$ cat config.mk
export PLATFORM = sky130hd
export DESIGN_NAME = imuwa_div
export DESIGN_NICKNAME = d
export VERILOG_FILES = /design/src/hdl/imuwa_pkg.sv /design/src/hdl/imuwa_div.sv
export SDC_FILE = /design/constraint.sdc
export NUM_CORES = 1
export LEC_CHECK = 0
export BUFFER_PORTS_ARGS = -buffer_cell sky130_fd_sc_hd__buf_4
export CAP_MARGIN = 20
export CORE_MARGIN = 3
export CORE_UTILIZATION = 55
export DETAILED_ROUTE_END_ITERATION = 6
export GPL_TIMING_DRIVEN = 0
export PLACE_DENSITY = 0.84
export SETUP_SLACK_MARGIN = 0.2
export SLEW_MARGIN = 20
export SYNTH_ARGS = -nofsm -noshare
export SYNTH_HDL_FRONTEND = slang
export SYNTH_SLANG_ARGS = --single-unit
$ cat constraint.sdc
create_clock -name clk -period 3.3 [get_ports clk]
set_input_delay 0.165 -clock clk [delete_from_list [all_inputs] [get_ports clk]]
set_output_delay 0.165 -clock clk [all_outputs]
set_load 0.02 [all_outputs]
$ cat src/hdl/imuwa_pkg.sv
`timescale 1ns / 1ps
// ----------------------------------------------------------------------------
// imuwa_pkg
// Shared constants for the IMU window average and motion detect block.
// ----------------------------------------------------------------------------
package imuwa_pkg;

    // channel layout: three gyro axes, then three accel axes
    localparam int CHANNELS = 6;
    localparam int FIELD_W  = 16;

    // default build values
    localparam int IMUWA_WINDOW      = 100;
    localparam int IMUWA_SAMPLE_BITS = 16;

    // stream payload widths, padded to whole bytes
    localparam int IN_TDATA_W  = CHANNELS * FIELD_W;
    localparam int OUT_TDATA_W = ((CHANNELS * FIELD_W + 2 + 7) / 8) * 8;

    // register file
    localparam int          PADDR_W         = 3;
    localparam int          REG_IDX_W       = 1;
    localparam logic [REG_IDX_W-1:0] REG_THRESHOLD = 1'd0;
    localparam logic [15:0] THRESHOLD_RESET = 16'd1;

endpackage

$ cat src/hdl/imuwa_div.sv
`timescale 1ns / 1ps
// ----------------------------------------------------------------------------
// imuwa_div
// Shared restoring divider: signed sum by unsigned fill count, one quotient
// bit per cycle, quotient truncated toward zero.
// ----------------------------------------------------------------------------
module imuwa_div
    import imuwa_pkg::*;
#(
    parameter int SUM_W = IMUWA_SAMPLE_BITS + $clog2(IMUWA_WINDOW),
    parameter int DVS_W = $clog2(IMUWA_WINDOW + 1),
    parameter int Q_W   = IMUWA_SAMPLE_BITS
)
(
    input  logic                    clk,
    input  logic                    rst_n,
    input  logic                    start,
    input  logic signed [SUM_W-1:0] dividend,
    input  logic [DVS_W-1:0]        divisor,
    output logic                    done,
    output logic signed [Q_W-1:0]   quotient
);

    localparam int CNT_W = (SUM_W > 1) ? $clog2(SUM_W) : 1;

    typedef enum logic [2:0] {
        D_IDLE = 3'b001,
        D_RUN  = 3'b010,
        D_FIX  = 3'b100
    } div_state_t;

    div_state_t              state_reg, state_next;
    logic [CNT_W-1:0]        cnt_reg, cnt_next;
    logic                    done_reg, done_next;
    logic [DVS_W-1:0]        rem_reg, rem_next;
    logic [SUM_W-1:0]        quo_reg, quo_next;
    logic [DVS_W-1:0]        dvs_reg, dvs_next;
    logic                    neg_reg, neg_next;
    logic signed [Q_W-1:0]   q_reg, q_next;
    logic [DVS_W:0]          trial;
    logic                    ge;
    logic [DVS_W:0]          diff;

    // one restoring step
    always_comb
    begin
        trial = {rem_reg, quo_reg[SUM_W-1]};
        ge    = (trial >= {1'b0, dvs_reg});
        diff  = trial - {1'b0, dvs_reg};
    end

    // sequencer
    always_comb
    begin
        state_next = state_reg;
        cnt_next   = cnt_reg;
        done_next  = 1'b0;
        rem_next   = rem_reg;
        quo_next   = quo_reg;
        dvs_next   = dvs_reg;
        neg_next   = neg_reg;
        q_next     = q_reg;
        unique case (state_reg)
            D_IDLE:
            begin
                if (start)
                begin
                    neg_next   = dividend[SUM_W-1];
                    quo_next   = dividend[SUM_W-1] ? SUM_W'(-dividend) : SUM_W'(dividend);
                    dvs_next   = divisor;
                    rem_next   = '0;
                    cnt_next   = CNT_W'(SUM_W - 1);
                    state_next = D_RUN;
                end
            end
            D_RUN:
            begin
                rem_next = ge ? diff[DVS_W-1:0] : trial[DVS_W-1:0];
                quo_next = {quo_reg[SUM_W-2:0], ge};
                cnt_next = cnt_reg - 1'b1;
                if (cnt_reg == '0)
                begin
                    state_next = D_FIX;
                end
            end
            D_FIX:
            begin
                q_next     = neg_reg ? -$signed(quo_reg[Q_W-1:0]) : $signed(quo_reg[Q_W-1:0]);
                done_next  = 1'b1;
                state_next = D_IDLE;
            end
            default:
            begin
                state_next = D_IDLE;
            end
        endcase
    end

    // control state
    always_ff @(posedge clk or negedge rst_n)
    begin
        if (!rst_n)
        begin
            state_reg <= D_IDLE;
            cnt_reg   <= '0;
            done_reg  <= 1'b0;
        end
        else
        begin
            state_reg <= state_next;
            cnt_reg   <= cnt_next;
            done_reg  <= done_next;
        end
    end

    // datapath
    always_ff @(posedge clk)
    begin
        rem_reg <= rem_next;
        quo_reg <= quo_next;
        dvs_reg <= dvs_next;
        neg_reg <= neg_next;
        q_reg   <= q_next;
    end

    assign done     = done_reg;
    assign quotient = q_reg;

    // a new division is only started while idle
    a_start_idle: assert property (@(posedge clk) disable iff (!rst_n)
        start |-> (state_reg == D_IDLE))
        else $error("divider started while busy");

    // the result is flagged in the cycle after the sign fix
    a_done_after_fix: assert property (@(posedge clk) disable iff (!rst_n)
        (state_reg == D_FIX) |=> done_reg)
        else $error("divider done missing after fix");

    // the divisor is never zero during a run
    a_dvs_nonzero: assert property (@(posedge clk) disable iff (!rst_n)
        (state_reg == D_RUN) |-> (dvs_reg != '0))
        else $error("divide by zero");

endmodule

Word-level counts from Yosys, hierarchy flattened
Cells that the tools add are included.
{"block": "op_classes", "addsub": 4, "order_cmp": 1, "n_eq_ne": 5, "muxes": 13, "n_reduce_logical": 5}
{"cell": "23-bit 2-to-1 mux", "count": 2}
{"cell": "23-bit one-hot mux with 2 select lines", "count": 1}
{"cell": "23-bit negator", "count": 1}
{"cell": "16-bit 2-to-1 mux", "count": 1}
{"cell": "16-bit negator", "count": 1}
{"cell": "7-bit 2-to-1 mux", "count": 2}
{"cell": "7-bit one-hot mux with 2 select lines", "count": 1}
{"cell": "5-bit one-hot mux with 2 select lines", "count": 1}
{"cell": "8-bit by 7-bit >= comparator with 1-bit output", "count": 1}
{"cell": "7-bit subtractor", "count": 1}
{"cell": "3-bit 2-to-1 mux", "count": 2}
{"cell": "3-bit one-hot mux with 2 select lines", "count": 1}
{"cell": "2-bit AND reduction", "count": 3}
{"cell": "5-bit zero test", "count": 1}
{"cell": "5-bit 2-to-1 mux", "count": 1}
{"cell": "5-bit by 1-bit subtractor with 5-bit output, second input constant", "count": 1}
{"cell": "2-bit != test, second input constant", "count": 2}
{"cell": "3-bit by 1-bit == test with 1-bit output, second input constant", "count": 1}
{"cell": "3-bit by 2-bit == test with 1-bit output, second input constant", "count": 1}
{"cell": "3-bit == test, second input constant", "count": 1}
{"cell": "2-bit nonzero test", "count": 1}
{"cell": "1-bit 2-to-1 mux", "count": 1}
{"block": "totals", "register_bits": 63, "in_bits": 33, "output_inout_bits": 17, "elab_cells": 36}

Longest topological paths before layout
Gate-level depths: netlist (run 1).
{"block": "depth", "word_depth": 4, "depth_mapped": 8}

Worst setup path before layout (run 1)
OpenSTA, ideal clock, no wires.
{"block": "synth_timing", "path_type": "flip-flop to flip-flop", "from": "reg state_reg[0]", "to": "reg quo_reg[0], enable pin", "setup_time_ps": 385, "arrival_time_ps": 1954, "required_time_ps": 2915, "slack_ps": 961, "stages_incl_launch_ff": 5, "n_path_buf": 0, "period_less_slack_ps": 2339, "cell_sequence": "dfstp_2 > or4bb_1 > inv_1 > nor2_1 > inv_1"}
{"block": "synth_via", "elab_chain_cells": 3}
{"item": "start, declared", "line": "imuwa_div.sv:32", "source": "div_state_t state_reg, state_next;"}
{"item": "start signal, assigned", "line": "imuwa_div.sv:110", "source": "state_reg <= state_next;"}
{"item": "3-bit by 1-bit == test with 1-bit output / 3-bit by 2-bit == test with 1-bit output (equally long branches)", "line": "imuwa_div.sv:63", "source": "unique case (state_reg)"}
{"item": "2-bit != test (no line) / 2-bit nonzero test (equally long branches)"}
{"item": "2-bit AND reduction (no line) (*)"}
{"item": "end signal, assigned", "line": "imuwa_div.sv:120", "source": "quo_reg <= quo_next;"}
{"item": "end, declared", "line": "imuwa_div.sv:36", "source": "logic [SUM_W-1:0] quo_reg, quo_next;"}
Every way passes the cells marked *; elsewhere a longest branch is shown, timed or not.
A chain may end at the register's enable or synchronous reset.

Worst setup path in the final report (run 1)
{"block": "layout_timing", "from": "reg quo_reg[22]", "to": "reg rem_reg[1] (data pin)"}
{"block": "layout_via", "elab_chain_cells": 3}
{"item": "7-bit subtractor / 8-bit by 7-bit >= comparator with 1-bit output (equally long branches)", "line": "imuwa_div.sv:49, imuwa_div.sv:48"}
{"item": "7-bit 2-to-1 mux (*)", "line": "imuwa_div.sv:78", "source": "rem_next = ge ? diff[DVS_W-1:0] : trial[DVS_W-1:0];"}
{"item": "7-bit one-hot mux with 2 select lines (*)", "line": "imuwa_div.sv:63"}
{"item": "end signal, assigned", "line": "imuwa_div.sv:119", "source": "rem_reg <= rem_next;"}
{"item": "end, declared", "line": "imuwa_div.sv:35", "source": "logic [DVS_W-1:0] rem_reg, rem_next;"}
Marked as above.

==> results of run 1 <==
worst register-to-register path: cells and delay by family, from the launching register on:
| family | cells | cell delay [ns] |
|---|---|---|
| and+or+nand+nor | 3 | 0.44 |
| AOI/OAI and AO/OA | 2 | 0.94 |
| buffers and inverters | 1 | 0.10 |
| DFF | 1 | 0.37 |
| adders and majority gates | 2 | 0.47 |
report_power, final:
part           internal, W  leakage (nW)  switching (W)
sequential         0.00120         0.613       0.000178
combinational     0.000426         0.895       0.000636
clock             0.000359         0.102       0.000290
stage by stage:
step                worst slack (ns)  util (%)  hold WS [ns]
detailed placement             0.469      65.8      -0.00747
floorplan                      0.961         -        -0.131
global placement               0.540      65.5      -0.00996
finish                         0.736      70.3        0.0511
global route                   0.661      70.3        0.0496
CTS                            0.462      70.3        0.0384
cell usage in the layout, fill, tap and decap left out, drive strengths merged, types with 2 or more instances in the layout:
cell type and count:
a21oi 10, a31oi 2, and3 2, buf 50, clkbuf 23, dfrtp 8, dlygate4sd3 8, edfxtp 54
ha 10, inv 19, mux2i 2, nand2 34, nand2b 3, nand3 8, nand4 2, nor2 14
nor2b 3, nor3 4, nor3b 3, nor4 3, o21a 4, o21ai 44, o31a 3, o31ai 13
o41ai 6, or2 2, or3 9, or4 4, xnor2 17, xor2 19
layout make-up:
type,instances,area (um2)
Buffer,9,43.8
Clock buffer,14,184
Clock inverter,2,11.3
Fill cell,448,1800
Inverter,18,67.6
Multi-Input combinational cell,229,1550
Sequential cell,63,1850
Tap cell,75,93.8
Timing Repair Buffer,58,459
per-layer routing:
metal	up-vias	wire length, um
met4	0	192
met2	112	3770
met1	1285	3180
met3	15	504
li1	1320	-
met5	-	0
how the worst min path moves through the flow:
stage                 startpoint                      to  depth (start not counted)
floorplan                  rst_n  cnt_reg[0]$_DFFE_PN0P_                          0
global placement           rst_n  cnt_reg[0]$_DFFE_PN0P_                          1
finish              dividend[22]       neg_reg$_DFFE_PP_                          1
detailed placement         rst_n  cnt_reg[0]$_DFFE_PN0P_                          1
CTS                 dividend[22]       neg_reg$_DFFE_PP_                          1
global route        dividend[22]       neg_reg$_DFFE_PP_                          1
cells by family (layout without fill, tap and decap cells):
logic type / after synthesis / in the layout / share of synthesized area [%]
and+or+nand+nor: 94 / 94 / 15.2
adders and majority gates: 11 / 11 / 4.14
AOI/OAI and AO/OA: 86 / 86 / 15.2
muxes: 2 / 2 / 0.571
DFF: 63 / 63 / 52.7
buffers and inverters: 27 / 101 / 3.17
xor gates and xnor gates: 36 / 36 / 8.99
timing repair:
action | CTS | global route
gates resized for setup | 0 | 0
hold buffers | 8 | 0
endpoints found under the hold margin | 16 | 0
==> summary.md, run 1 <==
| Metric | Value |
|---|---|
| Outcome | `finished, final reports clean` |
| Max incr delay on CP | `0.65 ns` |
| RSZ-0062 raised after global routing | `no` |
| Leak pwr | `1.61 nW` |
| Final setup skew | `0.00969 ns` |
| Worst-Skew Late Latency | `0.34 ns` |
| WP buf/inv | `1` |
| Setup TNS | `0 ns` |
| Die height | `85.9 um` |
| Syn Nets | `363` |
| Main synth FF type | `edfxtp_1` |
| Routed WL | `between 7000 and 8000 um` |
| GRT overflow | `0` |
| Area of the mapped netlist | `3510 um2` |
| Core area | `approximately 6100 um2` |
| Cell family with most CP delay | `compound AO/OA/AOI/OAI gates` |
| Worst vdd ir | `between 0.3 and 0.4 mV` |
| Reg-to-Reg End | `rem_reg[1]$_SDFFCE_PN0P_` |
| R2R cell count | `8` |
| Final Slew Violations | `0` |
| Post-CTS setup buffers | `0` |
| Post-synth EDFFs | `54` |
| Met3 usage | `2.88%` |
| Clock sinks | `63` |
| Fin crit share | `77.7%` |
| Via count | `2732` |
| Most common cell in the netlist | `edfxtp_1` |
| ANT nets after route | `0` |
| Top Usage Layer GRT | `met2` |
| Met2 usage in global routing | `37.3%` |
| Unique masters post-synth | `47` |
| Total track usage | `22.9%` |
| Sequential area share after synthesis | `52.7%` |
| Worst setup startpoint | `quo_reg[22]$_DFFE_PP_` |
| Worst EP arrival | `2.66 ns` |
| YS warnings | `0` |
| Hold Violations, Final | `0` |
| Yosys reg bits | `63` |
| Hold crit path type | `in -> reg` |
| CP Capture Type | `register` |
| # port buffers | `49` |
| DP HPWL | `5580 um` |
| Initial Utilization | `57.9%` |
| Placed cells | `~440` |
| Fin area | `4260 um2` |
| Fin crit period | `2.56 ns` |
| Number of cell rows | `28` |
| First-pass GRT wire length | `between 10000 and 15000 um` |
| R2R setup slack | `about 0.74 ns` |
| Antenna diodes | `0` |
| CP Launch Type | `register` |
| Fmax | `0.390 GHz` |
| Pre-Repair DR Iteration Count | `5` |
| Critical path required time | `3.39 ns` |
| Synth top area cells | `edfxtp_1 (46%), dfrtp_1 (5.7%), xor2_1 (4.7%), xnor2_1 (4.2%), o21ai_0 (4.0%)` |
| Nets | `432` |
| CP cell instances | `inv_1 > ha_1 > fa_1 > nor2b_1 > o31a_1 > o31ai_1 > nand3_1 > and3_1` |
| # setup viols final | `0` |
| Dpl cell area | `3990 um2` |
| Syn_area_per_cell | `roughly 11 um2` |
| Synth area leader | `edfxtp_1` |
| CTS tree | `done` |
| H-tree levels | `3` |
| Commonest cells post-synth | `edfxtp_1 (54), nand2_1 (34), o21ai_0 (28)` |
| DIE AREA | `between 7000 and 8000 um2` |
| Crit path depth | `8` |
| Slew @ Worst Pin | `roughly 0.77 ns` |
| CTS clk-pin slew, worst paths | `0.06 ns` |
| Vias in the first global route | `2685` |
| Synth top area share | `46.2%` |
| Share of cells above drive strength 1 | `a little over a fifth` |
| Slew HR | `48.3%` |
| Number of remaining DRC errors | `0` |
| Root buffer cell | `clkbuf_8` |
| Layout area overhead | `21.5%` |
| Pin count of the biggest net entering global routing | `31` |
| Synth async-reset ratio | `14.3%` |
| I/O pin cnt | `50` |
| Final cell count without fillers | `~470` |
| Slowest CP cell | `o31ai_1` |
| Initial antenna violation count | `0` |
| Max reg flops | `23` |
| Critical Path End | `rem_reg[1]$_SDFFCE_PN0P_` |
| Worst-path maximum fanout | `6` |
| Inserted Clock Buffers | `9` |
| Wirelength per Cell | `16.4 um` |
| Max-cap violations | `0` |
| RR Startpoint | `quo_reg[22]$_DFFE_PP_` |
| Power density cells | `725 nW/um2` |
| Clock buffer depth | `2` |
| Met1 usage | `a little under a third` |
| Total power | `0.00309 W` |
| GP Congestion | `0.890` |
| Crit Path Class | `reg -> reg` |
| DR iter-0 viols | `222` |
| Die Wd | `about 86 um` |
| Syn Inst Count | `around 320` |
| Vias per cell | `roughly 5.8` |
Power figures use the tool's default switching activity.
==> inputs of run 2 (changes only) <==
- CORE_UTILIZATION: 55 -> 52
- PLACE_DENSITY: 0.84 -> 0.83
- clock period: 3.3 -> 2.2 ns (I/O delays scaled with it)
==> summary.md, run 2 (synthesis gave the netlist of run 1 again) <==
| Metric | Value |
|---|---|
| Die height | `88.1 um` |
| Worst-path maximum fanout | `8` |
| Fillers | `419` |
| Leak pwr | `1.74 nW` |
| DR iter-0 viols | `roughly 220` |
| DIE AREA | `7770 um2` |
| GRT overflow | `0` |
| Initial Utilization | `54.3%` |
| CP cell instances | `inv_2 > ha_4 > fa_2 > nor2b_4 > o31a_1 > o31a_1 > buf_6 > o21ai_4 > o21ai_1` |
| RSZ-0062 raised after global routing | `yes` |
| Share of cells above drive strength 1 | `31.4%` |
| # setup viols final | `8` |
| Initial antenna violation count | `0` |
| Hold slack final | `-0.00234 ns` |
| CTS tree | `done` |
| Slowest CP cell | `edfxtp_1` |
| Fin crit period | `2.36 ns` |
| Setup Slack @ Placement | `-0.152 ns` |
| Fin area | `~4700 um2` |
| Fmax | `0.423 GHz` |
| GP Congestion | `~0.8` |
| Reg-to-Reg End | `quo_reg[0]$_DFFE_PP_` |
| Worst vdd ir | `0.441 mV` |
| Slew HR | `between 40 and 50%` |
| Core area | `roughly 6500 um2` |
| H-tree levels | `3` |
| Wirelength per Cell | `18.9 um` |
| Via count | `2894` |
| Vias per cell | `5.97` |
| Core Util, Final | `between 70% and 80%` |
| Final Slew Violations | `0` |
| Fin crit share | `107%` |
| Clock sinks | `63` |
| Most frequent cells in the layout | `buf_4 (58), edfxtp_1 (54), nand2_1 (33)` |
| End of the worst hold path | `neg_reg$_DFFE_PP_` |
| Final setup skew | `between 0.009 and 0.01 ns` |
| Hold_sp | `dividend[22]` |
| Pre-Repair DR Iteration Count | `6` |
| Critical path required time | `~2.3 ns` |
| Worst EP arrival | `2.44 ns` |
| R2R setup slack | `-0.16 ns` |
| RR Startpoint | `quo_reg[22]$_DFFE_PP_` |
| Dpl cell area | `around 4000 um2` |
| Max incr delay on CP | `0.40 ns` |
| Layout area overhead | `32.7%` |
| Vias in the first global route | `2868` |
| Power density cells | `between 1000 and 1500 nW/um2` |
| Root buffer cell | `clkbuf_8` |
| I/O pin cnt | `50` |
| Total power | `0.00556 W` |
| Nets | `about 450` |
| CP Launch Type | `register` |
| Worst-Skew Late Latency | `0.35 ns` |
| Number of remaining DRC errors | `0` |
| Setup TNS | `-0.674 ns` |
| CTS clk-pin slew, worst paths | `0.07 ns` |
| Clock buffer depth | `2` |
| Max reg flops | `23` |
| # port buffers | `49` |
| Number of cell rows | `29` |
| Violated checks | `negative hold slack, negative setup slack` |
| Post-route setup slack | `-0.164 ns` |
| Slew @ Worst Pin | `roughly 0.86 ns` |
| CP Capture Type | `register` |
| First-pass GRT wire length | `13900 um` |
| R2R cell count | `9` |
| ANT nets after route | `0` |
| Pin count of the biggest net entering global routing | `18` |
| Commonest non-fill, non-tap cell in the layout | `buf_4` |
| Outcome | `complete, but fails checks` |
| Hold Violations, Final | `1` |
| DP HPWL | `5610 um` |
| Die Wd | `around 90 um` |
| Hold crit path type | `in -> reg` |
| Most used cell, CP | `o31a_1` |
| Max-cap violations | `0` |
| Routed WL | `9180 um` |
| Total track usage | `23.5%` |
| Inserted Clock Buffers | `9` |
| Crit Path Class | `reg -> reg` |
| Worst Hold Depth | `1` |
| Antenna diodes | `0` |
-- run 2: cell types whose count changed in the layout (fill, tap and decap cells not counted), sizes merged --
cell      before  now
clkinvlp       0    2
clkbuf        23   22
inv           19   16
buf           50   64
bufinv         0    2
clkinv         1    2
-- run 2: how the worst max path moves through the flow --
stage / start / end / cells after the start
CTS: rem_reg[1]$_SDFFCE_PN0P_ / rem_reg[4]$_SDFFCE_PN0P_ / 8
floorplan: state_reg[0]$_DFFE_PN1P_ / quo_reg[0]$_DFFE_PP_ / 4
finish: quo_reg[22]$_DFFE_PP_ / quo_reg[0]$_DFFE_PP_ / 9
global route: quo_reg[22]$_DFFE_PP_ / quo_reg[0]$_DFFE_PP_ / 9
global placement: state_reg[0]$_DFFE_PN1P_ / quo_reg[9]$_DFFE_PP_ / 4
detailed placement: state_reg[1]$_DFFE_PN0P_ / quo_reg[7]$_DFFE_PP_ / 4
-- run 2: report_power, final --
part	switching (W)	internal [W]	total (W)
sequential	0.000335	0.00180	0.00213
combinational	0.00127	0.00101	0.00228
clock	0.000445	0.000699	0.00114
total	0.00205	0.00351	0.00556
-- run 2: layout make-up --
type | count | area, um2 | share of cell area [%]
buffer | 9 | 43.8 | 0.941
clock buffer | 13 | 159 | 3.41
clock inverter | 3 | 65.1 | 1.40
multi-input combinational | 229 | 1750 | 37.6
inverter | 18 | 76.3 | 1.64
timing repair buffer | 72 | 609 | 13.1
timing repair inverter | 1 | 7.51 | 0.161
sequential | 63 | 1850 | 39.7
tap | 77 | 96.3 | 2.07
-- run 2: critical path: cells and delay by family, from the launching register on --
| family | cells | cell delay [ns] |
|---|---|---|
| fa+ha+maj | 2 | 0.37 |
| compound gates | 4 | 0.97 |
| simple gates | 1 | 0.05 |
| buf+inv | 2 | 0.28 |
| flops | 1 | 0.40 |
-- run 2: routing by layer --
metal	share of wire [%]	GRT usage, %
met5	0	0
met4	2.9	8.65
met3	6.2	5.55
met2	51	40.5
met1	40	28.8
-- run 2: timing repair --
| item | CTS | global route |
|---|---|---|
| hold buffers | 8 | 0 |
| resized for setup | 17 | 24 |
| endpoints found under the hold margin | 16 | 0 |
| pin swaps | 16 | 17 |
| setup buffers | 10 | 5 |
| gates cloned | 1 | 0 |
| setup endpoints to repair | 42 | 44 |
-- run 2: per-stage QoR --
| step | hold slack (ns) | cells |
|---|---|---|
| after floorplan | -0.186 | 319 |
| after global placement | -0.0654 | 445 |
| after detailed placement | -0.0587 | 445 |
| after CTS | 0.00347 | 480 |
| after global routing | -0.000170 | 485 |
| final | -0.00234 | 485 |
==> inputs of run 3 (changes only) <==
- TNS_END_PERCENT: default -> 1
==> summary.md, run 3 (synthesis gave the netlist of run 1 again) <==
| Metric | Value |
|---|---|
| GRT overflow | `0` |
| R2R cell count | `7` |
| CTS clk-pin slew, worst paths | `0.07 ns` |
| Initial antenna violation count | `0` |
| Worst-Skew Late Latency | `approximately 0.34 ns` |
| Dpl cell area | `between 3000 and 4000 um2` |
| Worst setup startpoint | `quo_reg[1]$_DFFE_PP_` |
| First-pass GRT wire length | `between 10000 and 15000 um` |
| Slew HR | `around two fifths` |
| Clock buffer depth | `2` |
| R2R setup slack | `-0.05 ns` |
| Nets | `439` |
| Hold Violations, Final | `0` |
| Crit Path Class | `reg -> reg` |
| Met1 usage | `28.8%` |
| Reg-to-Reg End | `quotient[12]$_DFFE_PP_` |
| # setup viols final | `3` |
| Number of remaining DRC errors | `0` |
| RR Startpoint | `quo_reg[1]$_DFFE_PP_` |
| DIE AREA | `7770 um2` |
| Inserted Clock Buffers | `9` |
| Share of cells above drive strength 1 | `28.0%` |
| Die Wd | `approximately 88 um` |
| Total track usage | `around 23%` |
| Layout area overhead | `28.3%` |
| Worst Hold Depth | `3` |
| Worst EP arrival | `2.33 ns` |
| I/O pin cnt | `50` |
| ANT nets after route | `0` |
| Violated checks | `negative setup slack` |
| Power density cells | `1140 nW/um2` |
| Fin crit share | `102%` |
| Final Slew Violations | `0` |
| Die height | `88.1 um` |
| Post-route setup slack | `-0.0462 ns` |
| CTS tree | `done` |
| H-tree levels | `3` |
| Fillers | `448` |
| End of the worst hold path | `quo_reg[19]$_DFFE_PP_` |
| Antenna diodes | `0` |
| Max reg flops | `23` |
| Clock sinks | `63` |
| Max-cap violations | `0` |
| Hold_sp | `dividend[19]` |
| Total power | `0.00512 W` |
| Routed WL | `8390 um` |
| Final setup skew | `0.00597 ns` |
| Vias in the first global route | `2729` |
| RSZ-0062 raised after global routing | `yes` |
| # port buffers | `49` |
| Met2 usage in global routing | `39.5%` |
| CP Launch Type | `register` |
| Slew @ Worst Pin | `0.903 ns` |
| Fin crit period | `about 2.2 ns` |
| DR iter-0 viols | `about 210` |
| Met3 usage | `4.42%` |
| Most frequent cells in the layout | `edfxtp_1 (54), buf_4 (54), nand2_1 (34)` |
| Fin area | `4500 um2` |
| Hold crit path type | `in -> reg` |
| Pre-Repair DR Iteration Count | `5` |
| Core Util, Final | `69.7%` |
| Number of cell rows | `29` |
| Core area | `6460 um2` |
| Wirelength per Cell | `17.6 um` |
| Outcome | `complete, but fails checks` |
| Top Usage Layer GRT | `met2` |
| GP Congestion | `slightly above 0.8` |
| Fmax | `~0.45 GHz` |
| Worst vdd ir | `~0.57 mV` |
| Root buffer cell | `clkbuf_8` |
| CP Capture Type | `register` |
| Via count | `about 2800` |
| Critical path required time | `2.28 ns` |
| Initial Utilization | `54.3%` |
| DP HPWL | `5500 um` |
| Pin count of the biggest net entering global routing | `18` |
| Vias per cell | `5.78` |
| Worst-path maximum fanout | `3` |
| Leak pwr | `1.68 nW` |
[run 3: final cells by class]
type	count	area, um2	share of cell area [%]
sequential	63	1850	41.1
multi-input combinational	229	1690	37.6
timing repair buffer	64	507	11.3
clock buffer	13	213	4.73
tap	77	96.3	2.14
inverter	18	75.1	1.67
buffer	9	43.8	0.973
clock inverter	3	16.3	0.362
timing repair inverter	1	7.51	0.167
[run 3: power breakdown]
| part | switching, W | leakage (nW) | internal [W] |
|---|---|---|---|
| logic | 0.00110 | 0.945 | 0.000814 |
| registers | 0.000309 | 0.613 | 0.00180 |
| clock network | 0.000456 | 0.121 | 0.000643 |
[run 3: worst max-delay path by stage]
stage / end / slack [ns] / cells past startpoint
3_5_place_dp: quo_reg[6]$_DFFE_PP_ / -0.29 / 4
5_1_grt: rem_reg[1]$_SDFFCE_PN0P_ / -0.15 / 9
2_1_floorplan: quo_reg[0]$_DFFE_PP_ / 0.12 / 4
6_report: quotient[12]$_DFFE_PP_ / -0.05 / 7
4_1_cts: rem_reg[1]$_SDFFCE_PN0P_ / -0.05 / 7
3_3_place_gp: quo_reg[7]$_DFFE_PP_ / -0.18 / 4
[run 3: routing by layer]
layer  part of all wire (%)  up-vias
met4                    1.7        0
met5                      0        -
met3                    5.0       12
met2                     52       89
met1                     42     1320
li1                       -     1336
[run 3: metrics by stage]
step / hold slack [ns] / setup slack, ns / TNS, ns / instances
floorplan: -0.186 / 0.119 / 0 / 319
global placement: -0.0643 / -0.181 / -5.44 / 445
detailed placement: -0.0624 / -0.289 / -8.92 / 445
CTS: 0.104 / -0.0493 / -0.185 / 476
global route: 0.145 / -0.147 / -0.731 / 477
finish: 0.128 / -0.0462 / -0.0700 / 477
[run 3: timing repair]
item	4_1_cts	5_1_grt
pin swaps	13	7
buffers inserted	5	1
gates cloned	1	0
hold endpoints to repair	17	0
resized for setup	23	7
endpoints found under the setup margin	45	44
hold buffers	9	0
[run 3: critical path, stage by stage (launching register included)]
cell      delay (ns)
edfxtp_1        0.45
inv_2           0.10
ha_2            0.18
nand2b_1        0.08
or4_4           0.44
or3_4           0.38
o31ai_4         0.23
xnor2_1         0.13
